**src/rtl/core/tama_pkg.sv**
```systemverilog
// shared types and constants for the three-axis moving average angle filter
package tama_pkg;

    localparam int AXES     = 3;
    localparam int AXIS_W   = 2;
    localparam int SAMPLE_W = 16;
    localparam int ANGLE_W  = 23;
    localparam int RECIP_W  = 17;

    typedef enum logic [AXIS_W-1:0] {
        AXIS_X    = 2'd0,
        AXIS_Y    = 2'd1,
        AXIS_Z    = 2'd2,
        AXIS_NONE = 2'd3
    } t_axis;

    // control that travels with each request down the pipeline
    typedef struct packed {
        logic  valid;
        logic  bad;
        t_axis axis;
    } t_ctl;

    // filtered * 90 as a sum of shifts
    function automatic logic signed [ANGLE_W-1:0] times_ninety(
        input logic signed [SAMPLE_W-1:0] f
    );
        logic signed [ANGLE_W-1:0] a;
        a = ANGLE_W'(f);
        return (a <<< 6) + (a <<< 4) + (a <<< 3) + (a <<< 1);
    endfunction

endpackage

```
**src/rtl/core/tama_ram.sv**
```systemverilog
// generic single write port ram with registered read, read-first
module tama_ram #(
    parameter  int WIDTH  = 16,
    parameter  int DEPTH  = 48,
    localparam int ADDR_W = (DEPTH > 1) ? $clog2(DEPTH) : 1
) (
    input  logic              i_clk,
    input  logic              i_we,
    input  logic [ADDR_W-1:0] i_waddr,
    input  logic [WIDTH-1:0]  i_wdata,
    input  logic              i_re,
    input  logic [ADDR_W-1:0] i_raddr,
    output logic [WIDTH-1:0]  o_rdata
);

    logic [WIDTH-1:0] r_mem [DEPTH];
    logic [WIDTH-1:0] r_rdata;

    always_ff @(posedge i_clk) begin
        if (i_we) begin
            r_mem[i_waddr] <= i_wdata;
        end
        if (i_re) begin
            r_rdata <= r_mem[i_raddr];
        end
    end

    assign o_rdata = r_rdata;

endmodule

```
**src/rtl/core/three_axis_moving_average_angle.sv**
```systemverilog
// top level: per-axis boxcar moving average of angle samples with fixed-point angle
//
// input channel: i_valid / o_ready carry one request with an axis tag (0 = x, 1 = y,
// 2 = z) and a signed 16-bit sample. output channel: o_valid / i_ready carry one
// result per request: the axis, the moving average of the last DEPTH samples of that
// axis, and that average times 90 in units of 1/16384 degree. axis code 3 touches no
// state and gives a zero result.
// the ram read happens at the accepting edge, then running sum update, reciprocal
// multiply and angle scaling take one register each, the last one driving o_valid.
// throughput is one request per cycle while the receiver does not stall; the
// running sum and the window ram read/write each take one pass per request.
// the window ram holds 3 x DEPTH samples; a per-axis wrap flag marks whether the
// slot about to be replaced was ever written, so slots read as zero until the ring
// first wraps. reset clears positions, sums, wrap flags and all valid flags at once;
// a request can be accepted as soon as reset is released.
// when the receiver stalls with a result held in the output register, the whole
// pipeline freezes and o_ready drops until the result is taken.
module three_axis_moving_average_angle
    import tama_pkg::*;
#(
    parameter int DEPTH = 16
) (
    input  logic                       i_clk,
    input  logic                       i_rst_n,
    input  logic                       i_valid,
    output logic                       o_ready,
    input  logic [AXIS_W-1:0]          i_axis,
    input  logic signed [SAMPLE_W-1:0] i_sample,
    output logic                       o_valid,
    input  logic                       i_ready,
    output logic [AXIS_W-1:0]          o_axis_out,
    output logic signed [SAMPLE_W-1:0] o_filtered,
    output logic signed [ANGLE_W-1:0]  o_angle_fixed
);

    localparam int POS_W   = $clog2(DEPTH);
    localparam int SUM_W   = SAMPLE_W + POS_W;
    localparam int PROD_W  = SUM_W + RECIP_W;
    localparam int RAM_D   = AXES * DEPTH;
    localparam int ADDR_W  = $clog2(RAM_D);
    localparam int RECIP   = 65536 / DEPTH;
    localparam logic signed [RECIP_W-1:0] RECIP_S = RECIP_W'(RECIP);
    localparam logic [POS_W-1:0] POS_LAST = POS_W'(DEPTH - 1);

    // ring state per axis
    logic [POS_W-1:0]        r_pos  [AXES];
    logic [AXES-1:0]         r_wrap;
    logic signed [SUM_W-1:0] r_sum  [AXES];

    // pipeline registers
    t_ctl                          r1_ctl, r2_ctl, r3_ctl;
    logic                          r1_old_ok;
    logic signed [SAMPLE_W-1:0]    r1_sample;
    logic signed [SUM_W-1:0]       r2_sum;
    logic signed [SAMPLE_W-1:0]    r3_filt;
    logic                          r_o_valid;
    t_axis                         r_o_axis;
    logic signed [SAMPLE_W-1:0]    r_o_filt;
    logic signed [ANGLE_W-1:0]     r_o_angle;

    logic                    w_adv;
    logic                    w_acc;
    logic                    w_in_bad;
    logic [1:0]              w_in_sel;
    logic [POS_W-1:0]        w_cur_pos;
    logic [ADDR_W-1:0]       w_addr;
    logic [SAMPLE_W-1:0]     w_rdata;
    logic signed [SAMPLE_W-1:0] w_old;
    logic [1:0]              w_s1_sel;
    logic signed [SUM_W-1:0] n_sum;
    logic signed [PROD_W-1:0] w_prod;

    // pipeline moves unless a result waits on a stalled receiver
    assign w_adv    = !(r_o_valid && !i_ready);
    assign o_ready  = w_adv;
    assign w_acc    = i_valid && w_adv;
    assign w_in_bad = (i_axis == AXIS_NONE);
    assign w_in_sel = w_in_bad ? AXIS_X : i_axis;
    assign w_cur_pos = r_pos[w_in_sel];
    assign w_addr   = ADDR_W'(w_in_sel) * ADDR_W'(DEPTH) + ADDR_W'(w_cur_pos);

    tama_ram #(
        .WIDTH (SAMPLE_W),
        .DEPTH (RAM_D)
    ) u_window (
        .i_clk   (i_clk),
        .i_we    (w_acc && !w_in_bad),
        .i_waddr (w_addr),
        .i_wdata (i_sample),
        .i_re    (w_adv),
        .i_raddr (w_addr),
        .o_rdata (w_rdata)
    );

    // stage 0: ring position, wrap flag, ram access
    always_ff @(posedge i_clk) begin
        if (!i_rst_n) begin
            for (int k = 0; k < AXES; k++) begin
                r_pos[k] <= '0;
            end
            r_wrap <= '0;
            r1_ctl <= '{valid: 1'b0, bad: 1'b0, axis: AXIS_X};
        end else if (w_adv) begin
            r1_ctl <= '{valid: i_valid, bad: w_in_bad, axis: t_axis'(i_axis)};
            if (w_acc && !w_in_bad) begin
                if (w_cur_pos == POS_LAST) begin
                    r_pos[w_in_sel]  <= '0;
                    r_wrap[w_in_sel] <= 1'b1;
                end else begin
                    r_pos[w_in_sel] <= w_cur_pos + 1'b1;
                end
            end
        end
    end

    always_ff @(posedge i_clk) begin
        if (w_adv) begin
            r1_sample <= i_sample;
            r1_old_ok <= r_wrap[w_in_sel];
        end
    end

    // stage 1: running sum update
    assign w_old    = r1_old_ok ? $signed(w_rdata) : '0;
    assign w_s1_sel = r1_ctl.bad ? AXIS_X : r1_ctl.axis;
    assign n_sum    = r_sum[w_s1_sel] + SUM_W'(r1_sample) - SUM_W'(w_old);

    always_ff @(posedge i_clk) begin
        if (!i_rst_n) begin
            for (int k = 0; k < AXES; k++) begin
                r_sum[k] <= '0;
            end
            r2_ctl <= '{valid: 1'b0, bad: 1'b0, axis: AXIS_X};
        end else if (w_adv) begin
            r2_ctl <= r1_ctl;
            if (r1_ctl.valid && !r1_ctl.bad) begin
                r_sum[w_s1_sel] <= n_sum;
            end
        end
    end

    always_ff @(posedge i_clk) begin
        if (w_adv) begin
            r2_sum <= r1_ctl.bad ? '0 : n_sum;
        end
    end

    // stage 2: multiply by truncated reciprocal, floor shift by 16
    assign w_prod = PROD_W'(r2_sum) * PROD_W'(RECIP_S);

    always_ff @(posedge i_clk) begin
        if (!i_rst_n) begin
            r3_ctl <= '{valid: 1'b0, bad: 1'b0, axis: AXIS_X};
        end else if (w_adv) begin
            r3_ctl <= r2_ctl;
        end
    end

    always_ff @(posedge i_clk) begin
        if (w_adv) begin
            r3_filt <= w_prod[16 +: SAMPLE_W];
        end
    end

    // stage 3: angle scaling into the output register
    always_ff @(posedge i_clk) begin
        if (!i_rst_n) begin
            r_o_valid <= 1'b0;
        end else if (w_adv) begin
            r_o_valid <= r3_ctl.valid;
        end
    end

    always_ff @(posedge i_clk) begin
        if (w_adv) begin
            r_o_axis  <= r3_ctl.axis;
            r_o_filt  <= r3_filt;
            r_o_angle <= times_ninety(r3_filt);
        end
    end

    assign o_valid       = r_o_valid;
    assign o_axis_out    = r_o_axis;
    assign o_filtered    = r_o_filt;
    assign o_angle_fixed = r_o_angle;

    // ring positions stay inside the window
    a_pos_range: assert property (@(posedge i_clk) disable iff (!i_rst_n)
        (r_pos[0] <= POS_LAST) && (r_pos[1] <= POS_LAST) && (r_pos[2] <= POS_LAST))
        else $error("ring position out of range");

    // unused axis code gives a zero result
    a_bad_zero: assert property (@(posedge i_clk) disable iff (!i_rst_n)
        (o_valid && (o_axis_out == AXIS_NONE)) |-> ((o_filtered == '0) && (o_angle_fixed == '0)))
        else $error("unused axis produced nonzero result");

    // angle is filtered times 90
    a_angle: assert property (@(posedge i_clk) disable iff (!i_rst_n)
        o_valid |-> (o_angle_fixed == ANGLE_W'(o_filtered) * ANGLE_W'(90)))
        else $error("angle does not match filtered value");

    // an accepted request enters the pipeline on the next edge
    a_enter: assert property (@(posedge i_clk) disable iff (!i_rst_n)
        (i_valid && o_ready) |=> r1_ctl.valid)
        else $error("accepted request lost at pipeline entry");

endmodule
```
**config.mk**
```make
export PLATFORM = sky130hd
export DESIGN_NAME = three_axis_moving_average_angle
export DESIGN_NICKNAME = d
export VERILOG_FILES = /design/src/rtl/core/tama_pkg.sv /design/src/rtl/core/tama_ram.sv /design/src/rtl/core/three_axis_moving_average_angle.sv
export SDC_FILE = /design/constraint.sdc
export NUM_CORES = 1
export LEC_CHECK = 0
export BUFFER_PORTS_ARGS = -buffer_cell sky130_fd_sc_hd__buf_2
export CAP_MARGIN = 40
export CORE_ASPECT_RATIO = 2
export CORE_MARGIN = 1.5
export CORE_UTILIZATION = 35
export DETAILED_ROUTE_END_ITERATION = 8
export HOLD_SLACK_MARGIN = 0.15
export SYNTH_ARGS = -nofsm -noshare
export SYNTH_HDL_FRONTEND = slang
export SYNTH_HIERARCHICAL = 1
export SYNTH_SLANG_ARGS = --single-unit
```
**constraint.sdc**
```tcl
create_clock -name i_clk -period 8.1 [get_ports i_clk]
set_input_delay 1.215 -clock i_clk [delete_from_list [all_inputs] [get_ports i_clk]]
set_output_delay 1.215 -clock i_clk [all_outputs]
set_load 0.01 [all_outputs]
```
==> impl_metrics.py <==
metrics = {
    "sta": {
        "maxSlewHeadroom_pct": 38.9,
        "setup_tns_ns": 0,
        "layout_setup_ws_ns": 2.91,
        "slew_viol_final": 0,
        "fin_crit_sh_pct": 64.1,
        "rsz0062_at_grt": "no",
        "hold_slack_ns": 0.418,
        "finalSetupViolCount": 0,
        "max_freq_mhz": 193,
        "clock_skew_ns": 0.0185,
        "worst_pin_slew_ns": 0.917,
        "min_period_ns": 5.19,
        "finalHoldViolCount": 0,
    },
    "synth": {
        "ys_types": 69,
        "synthFlopType": "edfxtp_1",
        "yosysWarnings": 6,
        "synth-edff-count": 967,
        "synthCells": 2373,
        "synth_nets": 2489,
        "ys_seq_elements": 981,
        "seq_area_frac_synth_pct": 71.5,
        "syn-cell-area_um2": 41000,
        "synthArstFlopShare_pct": 0,
        "avgSynthCellArea_um2": 17.3,
    },
    "cts": {
        "clock_latency_ns": 0.68,
        "htree_levels": 3,
        "cts-root-buf": "clkbuf_16",
        "cts_resized": 0,
        "cts_sinks": 981,
        "cts_tree": "done",
        "cts_hold_buffers": 0,
        "clk_pin_slew_ns": 0.07,
        "cts_buffer_depth": 3,
        "cts_inserted_buffers": 84,
        "post_cts_buffers": 0,
    },
    "detailed_routing": {
        "drc_errors": 0,
        "wirelength_mm": 101,
        "drt_iter0_markers": 1590,
        "routed-via-count": 21400,
        "wl_per_cell_um": 24.7,
        "ant_nets": 0,
        "drtPass1Iterations": 6,
        "routed_via_density": 5.21,
    },
    "worst_setup_path": {
        "critical_path_buf_inv_count": 2,
        "setup.worst_path.start_class": "register",
        "cp_slowest_stage_delay_ns": 0.68,
        "cpMostUsedCell": "nor2_1",
        "arrival_ns": 5.59,
        "critical-path-top-delay-family": "compound AO/OA/AOI/OAI gates",
        "timing.rr.start": "r1_ctl[1]",
        "critPathMaxFanout": 12,
        "reg2reg_depth": 14,
        "r2r_end": "r_sum[0][13]",
        "r2r_slack_ns": 2.91,
        "path_cells": "nor2_1 > or2_0 > buf_6 > a22o_1 > a221oi_1 > fa_1 > inv_1 > ha_1 > o21a_1 > nor4_2 > o31a_1 > o21ai_1 > xnor2_1 > nor2_1",
        "crit_cells": 14,
        "cp-end-kind": "register",
        "crit_slowest_cell": "dfxtp_1",
        "crit_type": "register to register",
        "cp.required_ns": 8.49,
    },
    "floorplan": {
        "die-area_um2": 119000,
        "core_area_um2": 116000,
        "ioPinCount": 65,
        "die_w_um": 245,
        "die_h_um": 487,
        "initial_core_util_pct": 35.3,
        "num_rows": 177,
    },
    "placement": {
        "numPortBuffers": 63,
        "dp_hpwl_mm": 70.2,
        "gp_congestion": 0.896,
        "dp_worst_setup_slack_ns": 2.71,
        "post_dp_cell_area_um2": 43800,
    },
    "layout": {
        "regArea_um2": 29300,
        "multiInputGateArea_um2": 10600,
        "synthToLayoutAreaGrowth_pct": 13.7,
        "final_area_um2": 46600,
        "final_core_util_pct": 40.1,
        "finalNetCount": 2633,
        "drive_gt1_share_pct": 16.3,
        "fillers": 10400,
    },
    "run_status": {
        "status": "finished clean",
    },
    "grt": {
        "grt_start_max_net_pins": 68,
        "antenna_found_initial": 7,
        "grt_pass1_vias": 22700,
        "grt_pass1_wl_mm": 150,
        "grt_overflow": 0,
        "grtUsageTotal_pct": 17.2,
    },
    "worst_hold_path": {
        "hp-class": "register to register",
        "holdPathEnd": "r3_filt[4]",
        "hold_start": "r2_sum[8]",
        "hold_depth": 0,
    },
    "power": {
        "pwr_density_cell_nw_per_um2": 308,
        "max-vdd-ir-drop_mv": 0.397,
        "leakage_nw": 15.8,
    },
    "job": {
        "max-cap-violations": 0,
    },
}
[metal layers]
| metal | global-route usage (%) | vias to the layer above | part of all wire (%) |
|---|---|---|---|
| met5 | 0 | - | 0.0069 |
| met4 | 9.51 | 2 | 5.7 |
| met3 | 2.34 | 190 | 3.7 |
| met2 | 33.5 | 580 | 57 |
| met1 | 17.2 | 11100 | 34 |
| li1 | - | 9561 | - |
[worst reg2reg max path, delay by kind of cell, from the launching register on]
family / cells / cell delay (ns)
AOI/OAI and AO/OA: 5 / 1.44
adders and majority gates: 2 / 0.79
buffers and inverters: 2 / 0.33
xor gates and xnor gates: 1 / 0.48
and+or+nand+nor: 4 / 1.20
DFF: 1 / 0.68
[cell type report]
type / count / share of cell area [%]
Antenna cell: 3 / 0.0161
Clock buffer: 99 / 4.77
Clock inverter: 55 / 1.25
Inverter: 118 / 0.955
Multi-Input combinational cell: 1158 / 22.8
Sequential cell: 981 / 62.9
Tap cell: 1521 / 4.08
Timing Repair Buffer: 174 / 3.23
[layout by cell type, fill, tap and decap left out, drive strengths merged, types with 11 or more instances in the layout]
cell and n:
edfxtp 967, mux2i 257, buf 174, nor2 131
inv 120, clkbuf 99, mux4 84, nand2 72
a21oi 69, a22oi 64, ha 48, a221oi 47
a22o 46, fa 46, and2 35, clkinv 33
o22ai 27, xnor2 22, nor3 19, nor2b 18
nand3 16, o41ai 16, o21ai 16, dfxtp 14
a21boi 12, bufinv 11, or3 11
[worst max path at each step]
stage	startpoint	end	slack, ns
6_report	r1_ctl[1]	r_sum[0][13]	2.91
4_1_cts	r1_ctl[1]	r_sum[0][13]	2.93
3_3_place_gp	i_axis[1]	u_window/o_rdata[3]	2.57
2_1_floorplan	i_ready	o_ready	2.42
5_1_grt	r1_ctl[1]	r_sum[0][18]	2.66
3_5_place_dp	i_axis[1]	u_window/o_rdata[6]	2.71
[logic make-up (layout without fill, tap and decap cells)]
group | count (synthesis) | in the layout | synth area share, %
multiplexers | 343 | 343 | 10.9
XOR/XNOR | 32 | 32 | 0.684
other | 1 | 4 | 0.00915
flip-flops | 981 | 981 | 71.5
buffers and inverters | 234 | 446 | 2.71
AO/OA/AOI/OAI | 345 | 345 | 6.41
AND/OR/NAND/NOR | 343 | 343 | 4.03
adder cells (fa/ha/maj) | 94 | 94 | 3.71
[report_power, final]
group / switching (mW) / leakage [nW] / internal [mW]
logic: 2.39 / 5.37 / 1.65
registers: 0.0967 / 9.09 / 6.08
clock network: 1.83 / 1.35 / 2.33
total: 4.32 / 15.8 / 10.1
[registers in the layout, summed over array words and instances (netlist names), 3 cells and up]
signal	cells
r3_filt	16
o_filtered	16
r2_ctl	3
u_window/o_rdata	16
r_wrap	3
r2_sum	16
r3_ctl	3
r_sum	80
r_pos	16
r1_ctl	4
o_angle_fixed	20
u_window/r_mem	768
r1_sample	16
[cells in the mapped netlist (3+ instances only)]
| cell | number | area (um^2) |
|---|---|---|
| o21ai_0 | 9 | 45.0 |
| buf_1 | 10 | 37.5 |
| a22o_1 | 46 | 403 |
| mux2i_1 | 257 | 2570 |
| o22ai_1 | 27 | 169 |
| o21ai_1 | 7 | 35.0 |
| nor3_1 | 19 | 95.1 |
| nand4_1 | 6 | 37.5 |
| fa_1 | 46 | 921 |
| o21a_1 | 8 | 60.1 |
| o211ai_1 | 4 | 30.0 |
| a221oi_1 | 47 | 412 |
| a21o_1 | 10 | 75.1 |
| xnor2_1 | 22 | 193 |
| clkbuf_1 | 48 | 180 |
| or3_1 | 10 | 62.6 |
| and3_1 | 4 | 25.0 |
| a21boi_0 | 12 | 90.1 |
| xor2_1 | 10 | 87.6 |
| mux4_2 | 84 | 1890 |
| a211oi_1 | 4 | 30.0 |
| and2_1 | 34 | 213 |
| o41ai_2 | 16 | 260 |
| nand2_1 | 72 | 270 |
| buf_6 | 19 | 214 |
| edfxtp_1 | 967 | 29000 |
| ha_1 | 48 | 601 |
| nor2_1 | 130 | 488 |
| dfxtp_1 | 14 | 280 |
| buf_2 | 22 | 110 |
| a22oi_1 | 64 | 480 |
| nand2b_1 | 9 | 56.3 |
| nor2b_1 | 18 | 113 |
| o31ai_1 | 3 | 22.5 |
| nand3_1 | 16 | 80.1 |
| nor3b_1 | 7 | 52.6 |
| a21oi_1 | 69 | 345 |
| inv_1 | 118 | 443 |
| buf_4 | 17 | 128 |
[through the flow]
stage	power, mW	cells
final	14.4	4109
after global routing	15.1	4109
after CTS	14.5	4106
after detailed placement	10.3	3952
after global placement	10.2	3918
after floorplan	9.26	2373
Note: power is estimated with default switching activity, not from simulation.
